### src/prm_pkg.sv
// Shared types, constants and helper functions for the packet route rule matcher.
`timescale 1ns / 1ps

package prm_pkg;

	localparam int MASK_W = 11;
	localparam int RULE_W = 32;
	localparam int ADDR_W = 10;
	localparam int HOP_W  = 4;
	localparam int PORT_W = 4;
	localparam int CNT_W  = 3;
	localparam int IDX_W  = 3;

	// Rule field encodings
	localparam logic [1:0]        TYPE_MULTIPLE = 2'd1;
	localparam logic [1:0]        TYPE_ANY      = 2'd2;
	localparam logic [PORT_W-1:0] PORT_ANY      = 4'd12;
	localparam logic [3:0]        OUT_DROP      = 4'd0;
	localparam logic [3:0]        OUT_LAST_IF   = 4'd10;
	localparam logic [3:0]        OUT_ALL       = 4'd11;

	// Register reset values
	localparam logic [CNT_W-1:0]  RULE_COUNT_RST = 3'd2;
	localparam logic [RULE_W-1:0] RULE_ZERO_RST  = 32'h8C00_0800;
	localparam logic [RULE_W-1:0] RULE_ONE_RST   = 32'h0C80_0800;

	typedef enum logic [IDX_W-1:0] {
		REG_RULE_COUNT = 3'd0,
		REG_RULE_ZERO  = 3'd1,
		REG_RULE_ONE   = 3'd2,
		REG_RULE_TWO   = 3'd3,
		REG_RULE_THREE = 3'd4
	} cfg_idx_t;

	// Per-packet status carried with the rule hits through the queue
	typedef struct packed {
		logic [HOP_W-1:0] hop_left;
		logic             expired;
	} hdr_res_t;

	// Queue mask for one output code; interface bits at or above num_queues fall to drop
	function automatic logic [MASK_W-1:0] queue_bits(input logic [3:0] code, input int num_queues);
		logic [MASK_W-1:0] mask;
		mask = '0;
		if (code != OUT_DROP && code <= OUT_LAST_IF) begin
			if (int'(code) < num_queues) begin
				mask = MASK_W'(1) << code;
			end else begin
				mask = MASK_W'(1);
			end
		end else if (code == OUT_ALL) begin
			for (int q = 1; q <= int'(OUT_LAST_IF); q++) begin
				if (q < num_queues) begin
					mask[q] = 1'b1;
				end
			end
		end else begin
			mask = MASK_W'(1);
		end
		return mask;
	endfunction

endpackage

### src/packet_route_rule_matcher_top.sv
// A header is written into the queue, and the sequencer registers its results at the output, one per hit.
// Throughput: one header per cycle while each gives one result and out_stall is low; the result
// sequencer emits one result per cycle unless out_stall is high, and the two-entry queue
// stalls the input when multi-hit packets back up. Reset (async, active low): rule_count 2,
// rule_zero 0x8C000800, rule_one 0x0C800800, other rules 0, queue empty, no result pending.
`timescale 1ns / 1ps

module packet_route_rule_matcher_top #(
	parameter int NUM_RULES  = 4,
	parameter int NUM_QUEUES = 11
) (
	input  logic                        clk,
	input  logic                        arst_n,
	input  logic                        in_valid,
	output logic                        in_stall,
	input  logic [prm_pkg::ADDR_W-1:0]  src_address,
	input  logic [prm_pkg::ADDR_W-1:0]  dst_address,
	input  logic [prm_pkg::HOP_W-1:0]   hop_limit,
	input  logic [prm_pkg::PORT_W-1:0]  arrival_port,
	output logic                        out_valid,
	input  logic                        out_stall,
	output logic [prm_pkg::MASK_W-1:0]  queue_mask,
	output logic [prm_pkg::HOP_W-1:0]   hop_left,
	output logic                        expired,
	output logic                        no_match,
	output logic                        last,
	input  logic                        cfg_valid,
	output logic                        cfg_ready,
	input  logic [prm_pkg::IDX_W-1:0]   cfg_index,
	input  logic [prm_pkg::RULE_W-1:0]  cfg_data
);

	localparam int QDEPTH = 2;
	localparam int QW     = NUM_RULES + NUM_RULES * prm_pkg::MASK_W + $bits(prm_pkg::hdr_res_t);

	logic [prm_pkg::CNT_W-1:0]                   rule_count_q;
	logic [NUM_RULES-1:0][prm_pkg::RULE_W-1:0]   rules_q;

	logic [NUM_RULES-1:0]                        f_emit;
	logic [NUM_RULES-1:0][prm_pkg::MASK_W-1:0]   f_masks;
	prm_pkg::hdr_res_t                           f_info;

	logic [NUM_RULES-1:0]                        b_emit;
	logic [NUM_RULES-1:0][prm_pkg::MASK_W-1:0]   b_masks;
	prm_pkg::hdr_res_t                           b_info;

	logic          q_full;
	logic          q_push;
	logic          q_pop;
	logic          q_head_valid;
	logic [QW-1:0] q_head;

	assign cfg_ready = 1'b1;

	always_ff @(posedge clk or negedge arst_n) begin
		if (!arst_n) begin
			rule_count_q <= prm_pkg::RULE_COUNT_RST;
			// with a single slot, rule_one's reset value lands in slot zero
			for (int i = 0; i < NUM_RULES; i++) begin
				if (i == 1 % NUM_RULES) begin
					rules_q[i] <= prm_pkg::RULE_ONE_RST;
				end else if (i == 0) begin
					rules_q[i] <= prm_pkg::RULE_ZERO_RST;
				end else begin
					rules_q[i] <= '0;
				end
			end
		end else if (cfg_valid && cfg_ready) begin
			case (prm_pkg::cfg_idx_t'(cfg_index))
				prm_pkg::REG_RULE_COUNT: begin
					rule_count_q <= cfg_data[prm_pkg::CNT_W-1:0];
				end
				prm_pkg::REG_RULE_ZERO, prm_pkg::REG_RULE_ONE,
				prm_pkg::REG_RULE_TWO, prm_pkg::REG_RULE_THREE: begin
					// rule slots past NUM_RULES drop the write
					for (int i = 0; i < NUM_RULES; i++) begin
						if (int'(cfg_index) - int'(prm_pkg::REG_RULE_ZERO) == i) begin
							rules_q[i] <= cfg_data;
						end
					end
				end
				default: begin
				end
			endcase
		end
	end

	prm_front #(
		.NUM_RULES  (NUM_RULES),
		.NUM_QUEUES (NUM_QUEUES)
	) u_front (
		.src_address  (src_address),
		.dst_address  (dst_address),
		.hop_limit    (hop_limit),
		.arrival_port (arrival_port),
		.rule_count   (rule_count_q),
		.rules        (rules_q),
		.emit         (f_emit),
		.masks        (f_masks),
		.info         (f_info)
	);

	assign in_stall = q_full;
	assign q_push   = in_valid && !in_stall;

	prm_queue #(
		.W     (QW),
		.DEPTH (QDEPTH)
	) u_queue (
		.clk        (clk),
		.arst_n     (arst_n),
		.push       (q_push),
		.push_data  ({f_info, f_masks, f_emit}),
		.full       (q_full),
		.pop        (q_pop),
		.head_valid (q_head_valid),
		.head_data  (q_head)
	);

	assign {b_info, b_masks, b_emit} = q_head;

	prm_back #(
		.NUM_RULES (NUM_RULES)
	) u_back (
		.clk        (clk),
		.arst_n     (arst_n),
		.head_valid (q_head_valid),
		.emit       (b_emit),
		.masks      (b_masks),
		.info       (b_info),
		.pop        (q_pop),
		.out_valid  (out_valid),
		.out_stall  (out_stall),
		.queue_mask (queue_mask),
		.hop_left   (hop_left),
		.expired    (expired),
		.no_match   (no_match),
		.last       (last)
	);

	// Expired results are single, unrouted and carry no hop count
	a_expired_shape: assert property (@(posedge clk) disable iff (!arst_n)
		out_valid && expired |-> last && !no_match && queue_mask == '0 && hop_left == '0)
		else $error("expired result malformed");

	// A miss is a single result with an empty mask
	a_no_match_shape: assert property (@(posedge clk) disable iff (!arst_n)
		out_valid && no_match |-> last && queue_mask == '0)
		else $error("no_match result malformed");

	// Every rule hit selects at least one queue
	a_hit_mask: assert property (@(posedge clk) disable iff (!arst_n)
		out_valid && !expired && !no_match |-> queue_mask != '0)
		else $error("rule hit with empty queue mask");

	// A result that is taken and not last is followed by more results of the same packet
	a_multi_hit_follows: assert property (@(posedge clk) disable iff (!arst_n)
		out_valid && !out_stall && !last |=> out_valid && !expired && !no_match)
		else $error("packet ended without a last result");

endmodule

### src/prm_queue.sv
// Small register-based FIFO between the classifier front end and the result sequencer.
`timescale 1ns / 1ps

module prm_queue #(
	parameter int W     = 8,
	parameter int DEPTH = 2
) (
	input  logic         clk,
	input  logic         arst_n,
	input  logic         push,
	input  logic [W-1:0] push_data,
	output logic         full,
	input  logic         pop,
	output logic         head_valid,
	output logic [W-1:0] head_data
);

	localparam int PW = (DEPTH > 1) ? $clog2(DEPTH) : 1;
	localparam int CW = $clog2(DEPTH + 1);

	logic [W-1:0]  entry_q [DEPTH];
	logic [PW-1:0] wr_ptr_q;
	logic [PW-1:0] rd_ptr_q;
	logic [CW-1:0] count_q;

	function automatic logic [PW-1:0] next_ptr(input logic [PW-1:0] p);
		logic [PW-1:0] n;
		if (p == PW'(DEPTH - 1)) begin
			n = '0;
		end else begin
			n = p + PW'(1);
		end
		return n;
	endfunction

	assign full       = (count_q == CW'(DEPTH));
	assign head_valid = (count_q != '0);
	assign head_data  = entry_q[rd_ptr_q];

	always_ff @(posedge clk) begin
		if (push) begin
			entry_q[wr_ptr_q] <= push_data;
		end
	end

	always_ff @(posedge clk or negedge arst_n) begin
		if (!arst_n) begin
			wr_ptr_q <= '0;
			rd_ptr_q <= '0;
			count_q  <= '0;
		end else begin
			if (push) begin
				wr_ptr_q <= next_ptr(wr_ptr_q);
			end
			if (pop) begin
				rd_ptr_q <= next_ptr(rd_ptr_q);
			end
			if (push && !pop) begin
				count_q <= count_q + CW'(1);
			end else if (pop && !push) begin
				count_q <= count_q - CW'(1);
			end
		end
	end

endmodule

### src/prm_front.sv
// Classifier front end: compares a header against all rules at once and picks the emitting ones.
`timescale 1ns / 1ps

module prm_front #(
	parameter int NUM_RULES  = 4,
	parameter int NUM_QUEUES = 11
) (
	input  logic [prm_pkg::ADDR_W-1:0]                  src_address,
	input  logic [prm_pkg::ADDR_W-1:0]                  dst_address,
	input  logic [prm_pkg::HOP_W-1:0]                   hop_limit,
	input  logic [prm_pkg::PORT_W-1:0]                  arrival_port,
	input  logic [prm_pkg::CNT_W-1:0]                   rule_count,
	input  logic [NUM_RULES-1:0][prm_pkg::RULE_W-1:0]   rules,
	output logic [NUM_RULES-1:0]                        emit,
	output logic [NUM_RULES-1:0][prm_pkg::MASK_W-1:0]   masks,
	output prm_pkg::hdr_res_t                           info
);

	logic [NUM_RULES-1:0] hit;
	logic [NUM_RULES-1:0] stop;
	logic                 is_expired;

	assign is_expired = (hop_limit == '0);

	always_comb begin
		for (int i = 0; i < NUM_RULES; i++) begin
			logic [prm_pkg::ADDR_W-1:0] r_src;
			logic [1:0]                 r_stype;
			logic [prm_pkg::ADDR_W-1:0] r_dst;
			logic [1:0]                 r_dtype;
			logic [prm_pkg::PORT_W-1:0] r_in;
			logic [3:0]                 r_out;
			r_src   = rules[i][9:0];
			r_stype = rules[i][11:10];
			r_dst   = rules[i][21:12];
			r_dtype = rules[i][23:22];
			r_in    = rules[i][27:24];
			r_out   = rules[i][31:28];
			hit[i]  = (int'(rule_count) > i)
				&& (r_stype == prm_pkg::TYPE_ANY || r_src == src_address)
				&& (r_dtype == prm_pkg::TYPE_ANY || r_dst == dst_address)
				&& (r_in == prm_pkg::PORT_ANY || r_in == arrival_port);
			stop[i]  = hit[i] && (r_dtype != prm_pkg::TYPE_MULTIPLE);
			masks[i] = prm_pkg::queue_bits(r_out, NUM_QUEUES);
		end
	end

	// A hit counts only if the header has not expired and no earlier rule ended the search
	always_comb begin
		logic blocked;
		blocked = is_expired;
		for (int i = 0; i < NUM_RULES; i++) begin
			emit[i] = hit[i] && !blocked;
			blocked = blocked || stop[i];
		end
	end

	always_comb begin
		info.expired  = is_expired;
		info.hop_left = is_expired ? '0 : hop_limit - prm_pkg::HOP_W'(1);
	end

endmodule

### src/prm_back.sv
// Result sequencer: walks head packet hits, one result per cycle if out_stall is low.
`timescale 1ns / 1ps

module prm_back #(
	parameter int NUM_RULES = 4
) (
	input  logic                                      clk,
	input  logic                                      arst_n,
	input  logic                                      head_valid,
	input  logic [NUM_RULES-1:0]                      emit,
	input  logic [NUM_RULES-1:0][prm_pkg::MASK_W-1:0] masks,
	input  prm_pkg::hdr_res_t                         info,
	output logic                                      pop,
	output logic                                      out_valid,
	input  logic                                      out_stall,
	output logic [prm_pkg::MASK_W-1:0]                queue_mask,
	output logic [prm_pkg::HOP_W-1:0]                 hop_left,
	output logic                                      expired,
	output logic                                      no_match,
	output logic                                      last
);

	logic [NUM_RULES-1:0]       done_q;
	logic [NUM_RULES-1:0]       pending;
	logic [NUM_RULES-1:0]       sel;
	logic                       load;
	logic                       special;
	logic                       last_c;
	logic [prm_pkg::MASK_W-1:0] mask_c;

	logic                       out_valid_q;
	logic [prm_pkg::MASK_W-1:0] queue_mask_q;
	logic [prm_pkg::HOP_W-1:0]  hop_left_q;
	logic                       expired_q;
	logic                       no_match_q;
	logic                       last_q;

	assign pending = emit & ~done_q;
	assign sel     = pending & (~pending + NUM_RULES'(1));
	assign special = (emit == '0);
	assign load    = head_valid && (!out_valid_q || !out_stall);
	assign last_c  = special || ((pending & ~sel) == '0);
	assign pop     = load && last_c;

	always_comb begin
		mask_c = '0;
		for (int i = 0; i < NUM_RULES; i++) begin
			if (sel[i]) begin
				mask_c = mask_c | masks[i];
			end
		end
	end

	always_ff @(posedge clk or negedge arst_n) begin
		if (!arst_n) begin
			done_q      <= '0;
			out_valid_q <= 1'b0;
		end else begin
			if (pop) begin
				done_q <= '0;
			end else if (load) begin
				done_q <= done_q | sel;
			end
			if (load) begin
				out_valid_q <= 1'b1;
			end else if (!out_stall) begin
				out_valid_q <= 1'b0;
			end
		end
	end

	always_ff @(posedge clk) begin
		if (load) begin
			queue_mask_q <= special ? '0 : mask_c;
			hop_left_q   <= info.hop_left;
			expired_q    <= info.expired;
			no_match_q   <= special && !info.expired;
			last_q       <= last_c;
		end
	end

	assign out_valid  = out_valid_q;
	assign queue_mask = queue_mask_q;
	assign hop_left   = hop_left_q;
	assign expired    = expired_q;
	assign no_match   = no_match_q;
	assign last       = last_q;

endmodule

### config.mk
export PLATFORM = sky130hd
export DESIGN_NAME = packet_route_rule_matcher_top
export DESIGN_NICKNAME = d
export VERILOG_FILES = /design/src/prm_pkg.sv /design/src/packet_route_rule_matcher_top.sv /design/src/prm_queue.sv /design/src/prm_front.sv /design/src/prm_back.sv
export SDC_FILE = /design/constraint.sdc
export NUM_CORES = 1
export LEC_CHECK = 0
export BUFFER_PORTS_ARGS = -buffer_cell sky130_fd_sc_hd__buf_2
export CORE_ASPECT_RATIO = 2
export CORE_MARGIN = 5
export CORE_UTILIZATION = 60
export CTS_CLUSTER_SIZE = 16
export DETAILED_ROUTE_END_ITERATION = 10
export PLACE_DENSITY = 0.79
export SLEW_MARGIN = 20
export SYNTH_ARGS = -nofsm -noshare
export SYNTH_HDL_FRONTEND = slang
export SYNTH_HIERARCHICAL = 1
export SYNTH_SLANG_ARGS = --single-unit
### constraint.sdc
create_clock -name clk -period 4.8 [get_ports clk]
set_clock_uncertainty 0.05 [all_clocks]
set_input_delay 0.72 -clock clk [delete_from_list [all_inputs] [get_ports clk]]
set_output_delay 0.72 -clock clk [all_outputs]
set_load 0.01 [all_outputs]
==> results of run 1 <==
-- stage by stage --
stage	hold WS (ps)	worst slack, ps	util (%)	power [mW]
floorplan	374	919	-	5.24
global placement	412	2000	63.5	5.73
detailed placement	417	1870	63.5	5.81
CTS	192	2000	67.0	7.59
global route	224	1920	67.0	7.92
finish	180	2070	67.0	7.53
-- area by class of cell --
cell class                 count  share of cell area, %
clock inverter                10                  0.746
sequential                   264                   53.3
timing repair buffer          99                   3.91
multi-input combinational    541                   34.7
clock buffer                  30                   4.50
tap                          266                   2.45
inverter                      14                  0.387
-- power by group --
| part | internal (mW) | total, mW | leakage, nW | switching [mW] |
|---|---|---|---|---|
| Sequential | 3.17 | 3.57 | 2.89 | 0.405 |
| Combinational | 1.06 | 2.19 | 2.41 | 1.13 |
| Clock | 1.00 | 1.77 | 0.342 | 0.769 |
| Total | 5.23 | 7.53 | 5.64 | 2.30 |
-- sequential cells by signal, indices dropped and copies added (netlist names) --
signal	cells
rule_count_q	3
u_back/last	1
u_queue/rd_ptr_q	1
u_back/done_q	4
u_queue/wr_ptr_q	1
u_back/hop_left	4
u_back/expired	1
rules_q	128
u_back/no_match	1
u_queue/entry_q	106
u_back/out_valid	1
u_back/queue_mask	11
u_queue/count_q	2
-- worst register-to-register path, cell delays in order (launching register included) --
cell,delay (ps)
sky130_fd_sc_hd__dfrtp_2,610
sky130_fd_sc_hd__buf_4,680
sky130_fd_sc_hd__mux2_4,420
sky130_fd_sc_hd__a222oi_1,540
sky130_fd_sc_hd__nand2_1,140
-- synth_stat cells (3+ instances only) --
| cell | instances |
|---|---|
| sky130_fd_sc_hd__a21o_1 | 3 |
| sky130_fd_sc_hd__a21oi_1 | 16 |
| sky130_fd_sc_hd__a222oi_1 | 11 |
| sky130_fd_sc_hd__a31oi_1 | 4 |
| sky130_fd_sc_hd__a32oi_1 | 5 |
| sky130_fd_sc_hd__and2_1 | 3 |
| sky130_fd_sc_hd__buf_12 | 5 |
| sky130_fd_sc_hd__buf_2 | 4 |
| sky130_fd_sc_hd__buf_4 | 9 |
| sky130_fd_sc_hd__buf_6 | 6 |
| sky130_fd_sc_hd__clkbuf_1 | 11 |
| sky130_fd_sc_hd__dfrtp_1 | 131 |
| sky130_fd_sc_hd__dfstp_2 | 9 |
| sky130_fd_sc_hd__edfxtp_1 | 124 |
| sky130_fd_sc_hd__inv_1 | 14 |
| sky130_fd_sc_hd__mux2_2 | 136 |
| sky130_fd_sc_hd__mux2_4 | 49 |
| sky130_fd_sc_hd__nand2_1 | 50 |
| sky130_fd_sc_hd__nand2b_1 | 14 |
| sky130_fd_sc_hd__nand3_1 | 3 |
| sky130_fd_sc_hd__nand4_1 | 3 |
| sky130_fd_sc_hd__nor2_1 | 36 |
| sky130_fd_sc_hd__nor2b_1 | 12 |
| sky130_fd_sc_hd__nor3_1 | 11 |
| sky130_fd_sc_hd__nor3b_1 | 6 |
| sky130_fd_sc_hd__nor4_1 | 21 |
| sky130_fd_sc_hd__nor4_2 | 4 |
| sky130_fd_sc_hd__o21a_1 | 3 |
| sky130_fd_sc_hd__o21ai_0 | 11 |
| sky130_fd_sc_hd__or2_2 | 5 |
| sky130_fd_sc_hd__xnor2_1 | 3 |
| sky130_fd_sc_hd__xor2_1 | 103 |
-- path summary, 6_finish.rpt --
| check | start | to | slack (ps) | cells after the start |
|---|---|---|---|---|
| worst min-delay path | arst_n | rules_q[81] | 180 | 1 |
| min in group clk | out_stall | u_back/out_valid | 400 | 3 |
| worst max register to register | u_queue/rd_ptr_q | u_back/queue_mask[0] | 2070 | 4 |
| worst min register to register | u_queue/count_q[1] | u_queue/count_q[1] | 420 | 1 |
| max in group asynchronous | arst_n | rules_q[31] | 3510 | 2 |
| worst max-delay path | u_queue/rd_ptr_q | u_back/queue_mask[0] | 2070 | 4 |
-- metal layers --
| metal | GRT usage (%) | part of all wire [%] |
|---|---|---|
| met2 | 42.3 | 59 |
| met4 | 9.37 | 4.3 |
| met1 | 20.4 | 34 |
| met5 | 0 | 0 |
| met3 | 2.56 | 3.4 |
-- cells by family (layout without fill, tap and decap cells) --
family / Yosys count / after routing / synth area share [%]
other: 1 / 1 / 0.0305
DFF: 264 / 264 / 58.9
buffers and inverters: 49 / 153 / 2.84
AOI/OAI and AO/OA: 66 / 66 / 3.84
muxes: 187 / 187 / 18.6
and+or+nand+nor: 178 / 178 / 7.84
adders and majority gates: 3 / 3 / 0.295
xor gates and xnor gates: 106 / 106 / 7.56
==> results by stage, run 1 <==
Status:
- The flow ran to the end, and the final reports show no timing, DRC or antenna violations.

Clock tree:
- Clock tree synthesis selected as its root buffer the cell sky130_fd_sc_hd__clkbuf_16.
- In this run, CTS created clock tree buffers numbering 22.
- Clock-pin slew was measured on the worst setup and hold paths at around 70 ps.
- The clock reaches the later pin of the worst-skew pair after ~500 ps.
- CTS built an H-tree with a depth of 1.
- The CTS tree is yes.
- The longest clock path from root to sink contains 3 buffers.
- The number of gates resized after cts is 0.
- The tree built by TritonCTS fans out to approximately 260 sinks.
- The number of hold buffers added after cts is 0.
- The post-CTS setup-driven buffer insertion count is 0.

Final layout:
- Compared with the post-synthesis result, the final layout area differs by 10.7%.
- The register area is 7240 um2.
- Leaving out fill and tap cells, the most frequent cells in the layout are sky130_fd_sc_hd__mux2_2, sky130_fd_sc_hd__dfrtp_1, sky130_fd_sc_hd__edfxtp_1.
- In the final design database the tool counted approximately 1000 nets.
- The count of placed standard cells in the final layout, fillers left out is 1224.
- Summing all multi-input logic gate instances after layout gives 4720 um2.
- The total non-filler cell area in the finished layout is approximately 14000 um2.
- The library cell used most frequently in the layout, excluding fill and tap cells, is sky130_fd_sc_hd__mux2_2.
- The total inserted antenna cells is 0.
- Counting the fill cells in the layout gives about 1500.
- In the final layout, the share of cells above drive strength 1 is ~36%.

Critical path:
- The number of buffers and inverters on the critical path is 1.
- The family of cells with the greatest summed delay on the critical path is buffers and inverters.
- The type of the setup path with the least slack is reg -> reg.
- The cell type of the slowest stage on the worst timing path is sky130_fd_sc_hd__buf_4.
- Traced cell by cell, the critical path runs through buf_4 -> mux2_4 -> a222oi_1 -> nand2_1.
- On the worst path, the slowest cell contributes a delay of 680 ps.
- In this run the worst path has a maximum fanout of 43.
- The nature of the critical path startpoint is a flip-flop.
- The sort of element at the end of the critical path is a flip-flop.
- The required time at the endpoint of the critical path is 4970 ps.
- The arrival time of the worst setup path is 2900 ps.

Detailed routing:
- The detailed-route wire length per cell is 20.0 um.
- The detailed router's first-iteration violation count is 248.
- The detailed-routing iteration count for the pre-antenna-repair pass is 5.
- For this run, design rule violations remaining after detail routing come to 0.
- Summing over every cut layer, the via total after detailed routing is 6900.
- The vias per cell is 5.64.
- Wires add up to ~24000 um.
- The post-route antenna net violation count is 0.

STA:
- The portion of the clock cycle consumed by the worst path in the final layout is 56.8%.
- The number of setup violations in the final report is 0.
- The total count of hold-check failures in the final report came to 0.
- Setup repair after global routing left no endpoint under its margin.
- The transition time at the pin with the least slew margin is about 1100 ps.
- The clock period could shrink to 2730 ps.
- Measured against its own limit, the worst slew margin works out to 28.8%.
- Adding up every negative setup slack in the final design gives 0 ps.
- The number of slew-limit violations in the final report is 0.
- The maximum achievable frequency is approximately 370 MHz.

GRT:
- The via count of the first global-routing pass is 7488.
- Across every metal layer, demand over resource in global routing totals between 20% and 30%.
- The first global-routing pass estimated between 30000 and 40000 um of wire.
- The initial antenna violation count is 0.
- The remaining global-route overflow is 0.
- Entering global routing, the biggest net connects 72 pins.

Pwr:
- The worst-case IR drop observed on VDD is 0.000373 V.
- The standby leakage power is 5.64 nW.
- For this design the ratio of total power to cell area is 554 nW/um2.

Floorplanning:
- The count of boundary I/O pins is roughly 90.
- The die is 212 um tall.
- The effective utilization at floorplan is 60.6%.
- The row count is 74.
- The region available for standard cell placement spans 20300 um2.
- The die covers 23600 um2.
- From left edge to right edge, the die measures 111 um.

Synthesis:
- Synthesis produced a netlist with a net count of 924.
- After synthesis, the netlist uses 55 different library cells.
- The synthesized netlist occupies a cell area of about 12000 um2.
- Synthesis inferred ~260 register bits.
- The number of flops mapped to enable cells by yosys is approximately 120.
- Of the synthesized area, sequential elements account for between 50% and 60%.
- The count of warnings emitted by yosys is 6.
- The fraction of synthesized cell area taken by the top area cell type is 30.3%.
- By area the synthesized netlist is led by sky130_fd_sc_hd__edfxtp_1, sky130_fd_sc_hd__dfrtp_1, sky130_fd_sc_hd__mux2_2.
- The proportion of synthesized flip-flops having asynchronous set or reset is 53.0%.
- The most area-hungry cell type in the Yosys netlist is sky130_fd_sc_hd__edfxtp_1.
- In the synthesized netlist the dominant register cell turns out to be sky130_fd_sc_hd__dfrtp_1.
- Synthesis produced 854 cells.
- The mean post-synth cell area is 14.4 um2.

Place:
- The routability congestion estimate is between 0.8 and 0.9.
- Including well taps, the total number of placed cells is 1184.
- The number of port buffers is between 80 and 90.
- The cell area reported after detailed placement is 12900 um2.
- The HPWL after detailed placement is 17700 um.

Run:
- Across the run, the number of max-cap violations was 0.

Min path:
- The path class of the tightest hold or removal check is in -> async.
(Power assumes the default switching activity.)
==> run 2: changes to the inputs <==
ABC_AREA = 1   (was default)
CORE_UTILIZATION = 55   (was 60)
PLACE_DENSITY = 0.77   (was 0.79)
clock period = 2.35 ns   (was 4.8 ns; I/O delays follow)
==> run 2 against run 1 <==
Net effect: area after synthesis grew 3.0%; sequential power grew 99%; die area grew 12%; global-route usage grew 1.6 points; critical path depth grew 8; sequential share of layout area shrank 1.9 points; non-clock buffer count grew 6; flip-flop and latch count is the same; via count grew 30%; cell area grew 3.7%; routed wire length grew 18%.
==> results by stage, run 2 <==
Clock tree:
- The maximum buffer depth of the clock tree is 3.
- The H-tree depth is 1.
- The number of CTS-inserted buffers is 23.
- In this run the post-CTS setup repair buffer count came out at 0.
- The clock net in this run drives a total of 264 sinks.
- CTS placed an instance of sky130_fd_sc_hd__clkbuf_16 at the clock tree root.
- The clock latency reported for the late side of the worst-skew pair is 520 ps.
- TritonCTS built the clock tree.
- After clock tree synthesis, the clock-pin slew on the worst setup and hold paths is 60 ps.

Synthesis:
- Synthesis handed over a netlist of 1271 instances.
- After synthesis, the share of flip-flops with an asynchronous set or reset is about 53%.
- The cell area after technology mapping is between 10000 and 15000 um2.
- The number of nets handed over by synthesis was 1341.
- The number of flops mapped to enable cells by yosys is 124.
- The share of the Yosys chip area taken by registers is 57.2%.
- The distinct cell type count after synthesis is 43.
- Among all flip-flop cells after synthesis, the most frequent one is sky130_fd_sc_hd__dfrtp_1.
- The most area-hungry cell type in the Yosys netlist is sky130_fd_sc_hd__edfxtp_1.
- The commonest cells after synthesis are sky130_fd_sc_hd__nand2_1, sky130_fd_sc_hd__dfrtp_1, sky130_fd_sc_hd__edfxtp_1.
- In the post-synthesis netlist, the biggest area contributors are sky130_fd_sc_hd__edfxtp_1, sky130_fd_sc_hd__dfrtp_1, sky130_fd_sc_hd__nand2_1.
- During synthesis, Yosys emitted a total of 6 warnings.
- After synthesis the netlist holds a flip-flop and latch count of 264.
- Summed over its instances, the top area cell type makes up 29.4% of the synthesized netlist area.
- By instance count, the leading cell after synthesis is sky130_fd_sc_hd__nand2_1.
- The mean post-synth cell area is 9.95 um2.

Final layout:
- Ranked by flip-flop count, first place goes to rules_q.
- The area growth from synthesis to final layout is 11.4%.
- The layout has roughly 1800 filler cells.
- In the final layout, flip-flops and latches occupy 7240 um2.
- The area of combinational cells with multiple inputs is 4560 um2.
- The register with the most flip-flops in the layout has about 130 of them.
- The most common cell after layout, fill and taps aside is sky130_fd_sc_hd__nand2_1.
- In the layout the commonest cells are sky130_fd_sc_hd__nand2_1, sky130_fd_sc_hd__dfrtp_1, sky130_fd_sc_hd__edfxtp_1.
- The count of placed standard cells in the final layout, fillers left out is approximately 1700.
- The number of antenna diodes in the final layout is 0.
- The layout net count is 1427.
- The fraction of final layout cells sized beyond drive strength 1 is 19.3%.

GRT:
- The first-pass GRT wire length is 46100 um.
- The via count of the first global-routing pass was 9104.
- The largest net degree at the start of global routing is 65.
- Global routing used 22.3% of the available tracks across all layers.
- The remaining global-route overflow is 0.
- The initial antenna violation count is 1.

Place:
- Prior to clock tree synthesis, the placed netlist has a worst setup slack of 124 ps.
- The HPWL after detailed placement is 21000 um.
- The number of port buffers is a little under 90.
- The cell count after placement is between 1500 and 2000.
- The congestion estimate from routability-driven global placement came to 0.894.

Detailed routing:
- The routed design uses 983 um of met3 wire.
- The first TritonRoute pass finished after 4 iterations.
- After detailed routing, the average wire length per cell comes to 17.5 um.
- The top layer reached by signal wires is met4.
- For this block, wires on met1 add up to 10100 um.
- Using the TritonRoute via totals, the vias-per-cell ratio works out to 5.41.
- The detailed-route DRC error count is 0.
- The post-route antenna net violation count is 0.
- Wires add up to 28900 um.
- The detailed router's first-iteration violation count is between 500 and 600.
- Wire segments on met2 add up to 16300 um in the final route.
- The total number of vias is 8940.

STA:
- Setup repair after global routing left no endpoint under its margin.
- The setup TNS after final layout is 0 ps.
- The max-slew headroom at the worst pin is 66.3%.
- The number of setup violations in the final report is 0.
- At the pin with the least slew margin, the transition time is 505 ps.
- Hold is met by between 10 and 15 ps.
- The maximum achievable frequency is 458 MHz.
- The worst path setup slack after routing is about 170 ps.
- The number of slew-limit violations in the final report came to 0.
- The minimum clock period is 2180 ps.
- The portion of the clock cycle consumed by the worst path in the final layout is 92.9%.
- The total count of hold-check failures in the final report is 0.

Critical path:
- For the worst setup path, the data required time is 2710 ps.
- The launch point of the critical path is u_queue/rd_ptr_q.
- The arrival time of the worst setup path is between 2000 and 3000 ps.
- The nature of the critical path startpoint is a flip-flop.
- The launching point of the worst reg2reg path is u_queue/rd_ptr_q.
- The sort of element at the end of the critical path is a flip-flop.
- The largest fanout of any net on the critical path is 5.
- The setup path with the least slack is of type reg -> reg.

Min path:
- The worst hold path startpoint is out_stall.
- The type of the worst min-delay path is in -> reg.

Status:
- The run finished with clean final reports.

Floorplanning:
- The core region is 22700 um2.
- The overall die area is 26300 um2.
- The initialized floorplan defines 78 standard-cell rows.
- The count of boundary I/O pins is 89.
- For this configuration, the core starts out at a cell density of 55.6%.
- The horizontal extent of the die is 117 um.
- The die boundary height is between 200 and 250 um.

Pwr:
- The worst-case IR drop observed on VDD is between 0.0009 and 0.001 V.
- Dividing total power by cell area gives a power density of 1110 nW/um2.
- The standby leakage power is 6.56 nW.

Run:
- Max-cap violations in this run came to 0.
==> run 2: per-layer routing <==
layer / global-route usage, % / vias to the layer above
li1: - / 4346
met1: 23.9 / 4289
met2: 42.3 / 225
met3: 2.23 / 80
met4: 10.6 / 0
met5: 0 / -
==> run 2: where the power goes <==
part           switching [mW]  internal [mW]  leakage (nW)
registers               0.698           6.41          2.94
logic                    2.78           1.99          3.25
clock network            1.65           2.15         0.359
total                    5.13           10.6          6.56
==> run 2: worst paths after layout <==
path | endpoint | slack (ps) | cells past startpoint
worst min register to register | rules_q[55] | 410 | 2
worst max-delay path | u_queue/count_q[1] | 170 | 12
min in group asynchronous | rules_q[50] | 300 | 2
max in group asynchronous | rules_q[31] | 1240 | 3
worst max register to register | u_queue/count_q[1] | 170 | 12
worst min-delay path | u_back/out_valid | 10 | 3
==> run 2: kinds of logic (layout without fill, tap and decap cells) <==
group | after synthesis | after routing | share of synthesized area (%)
fa+ha+maj | 2 | 2 | 0.198
compound gates | 194 | 194 | 8.41
other cells | 1 | 1 | 0.0296
buf+inv | 179 | 282 | 6.99
xor+xnor | 49 | 49 | 3.39
flops | 264 | 264 | 57.2
simple gates | 529 | 529 | 17.6
mux | 53 | 53 | 6.17
==> run 2: metrics by stage <==
stage / total power, mW / cell area (um2) / util (%)
detailed placement: 11.9 / 13300 / 58.6
CTS: 15.7 / 14100 / 61.9
global route: 16.5 / 14100 / 62.0
global placement: 11.7 / 13300 / 58.6
finish: 15.7 / 14100 / 62.0
floorplan: 10.6 / 12700 / -
==> run 2: what timing repair did <==
item	4_1_cts	5_1_grt
hold buffers	1	0
setup endpoints to repair	0	1
hold endpoints to repair	47	0
resized for setup	0	4
==> run 2: layout make-up <==
| type | count | area share (%) |
|---|---|---|
| Sequential cell | 264 | 51.3 |
| Multi-Input combinational cell | 828 | 32.3 |
| Timing Repair Buffer | 105 | 5.00 |
| Clock buffer | 31 | 4.30 |
| Inverter | 135 | 3.59 |
| Tap cell | 280 | 2.48 |
| Clock inverter | 11 | 0.950 |
==> run 2: critical path, stage by stage, from the launching register on <==
cell and delay (ps):
sky130_fd_sc_hd__dfrtp_2 470, sky130_fd_sc_hd__mux2_4 330, sky130_fd_sc_hd__nand2_2 130, sky130_fd_sc_hd__nand2_1 120, sky130_fd_sc_hd__a21oi_4 180, sky130_fd_sc_hd__nand3_4 110
sky130_fd_sc_hd__inv_2 80, sky130_fd_sc_hd__inv_1 40, sky130_fd_sc_hd__ha_1 300, sky130_fd_sc_hd__inv_1 90, sky130_fd_sc_hd__nand3_1 70, sky130_fd_sc_hd__nand2_1 60
sky130_fd_sc_hd__nand2_1 40
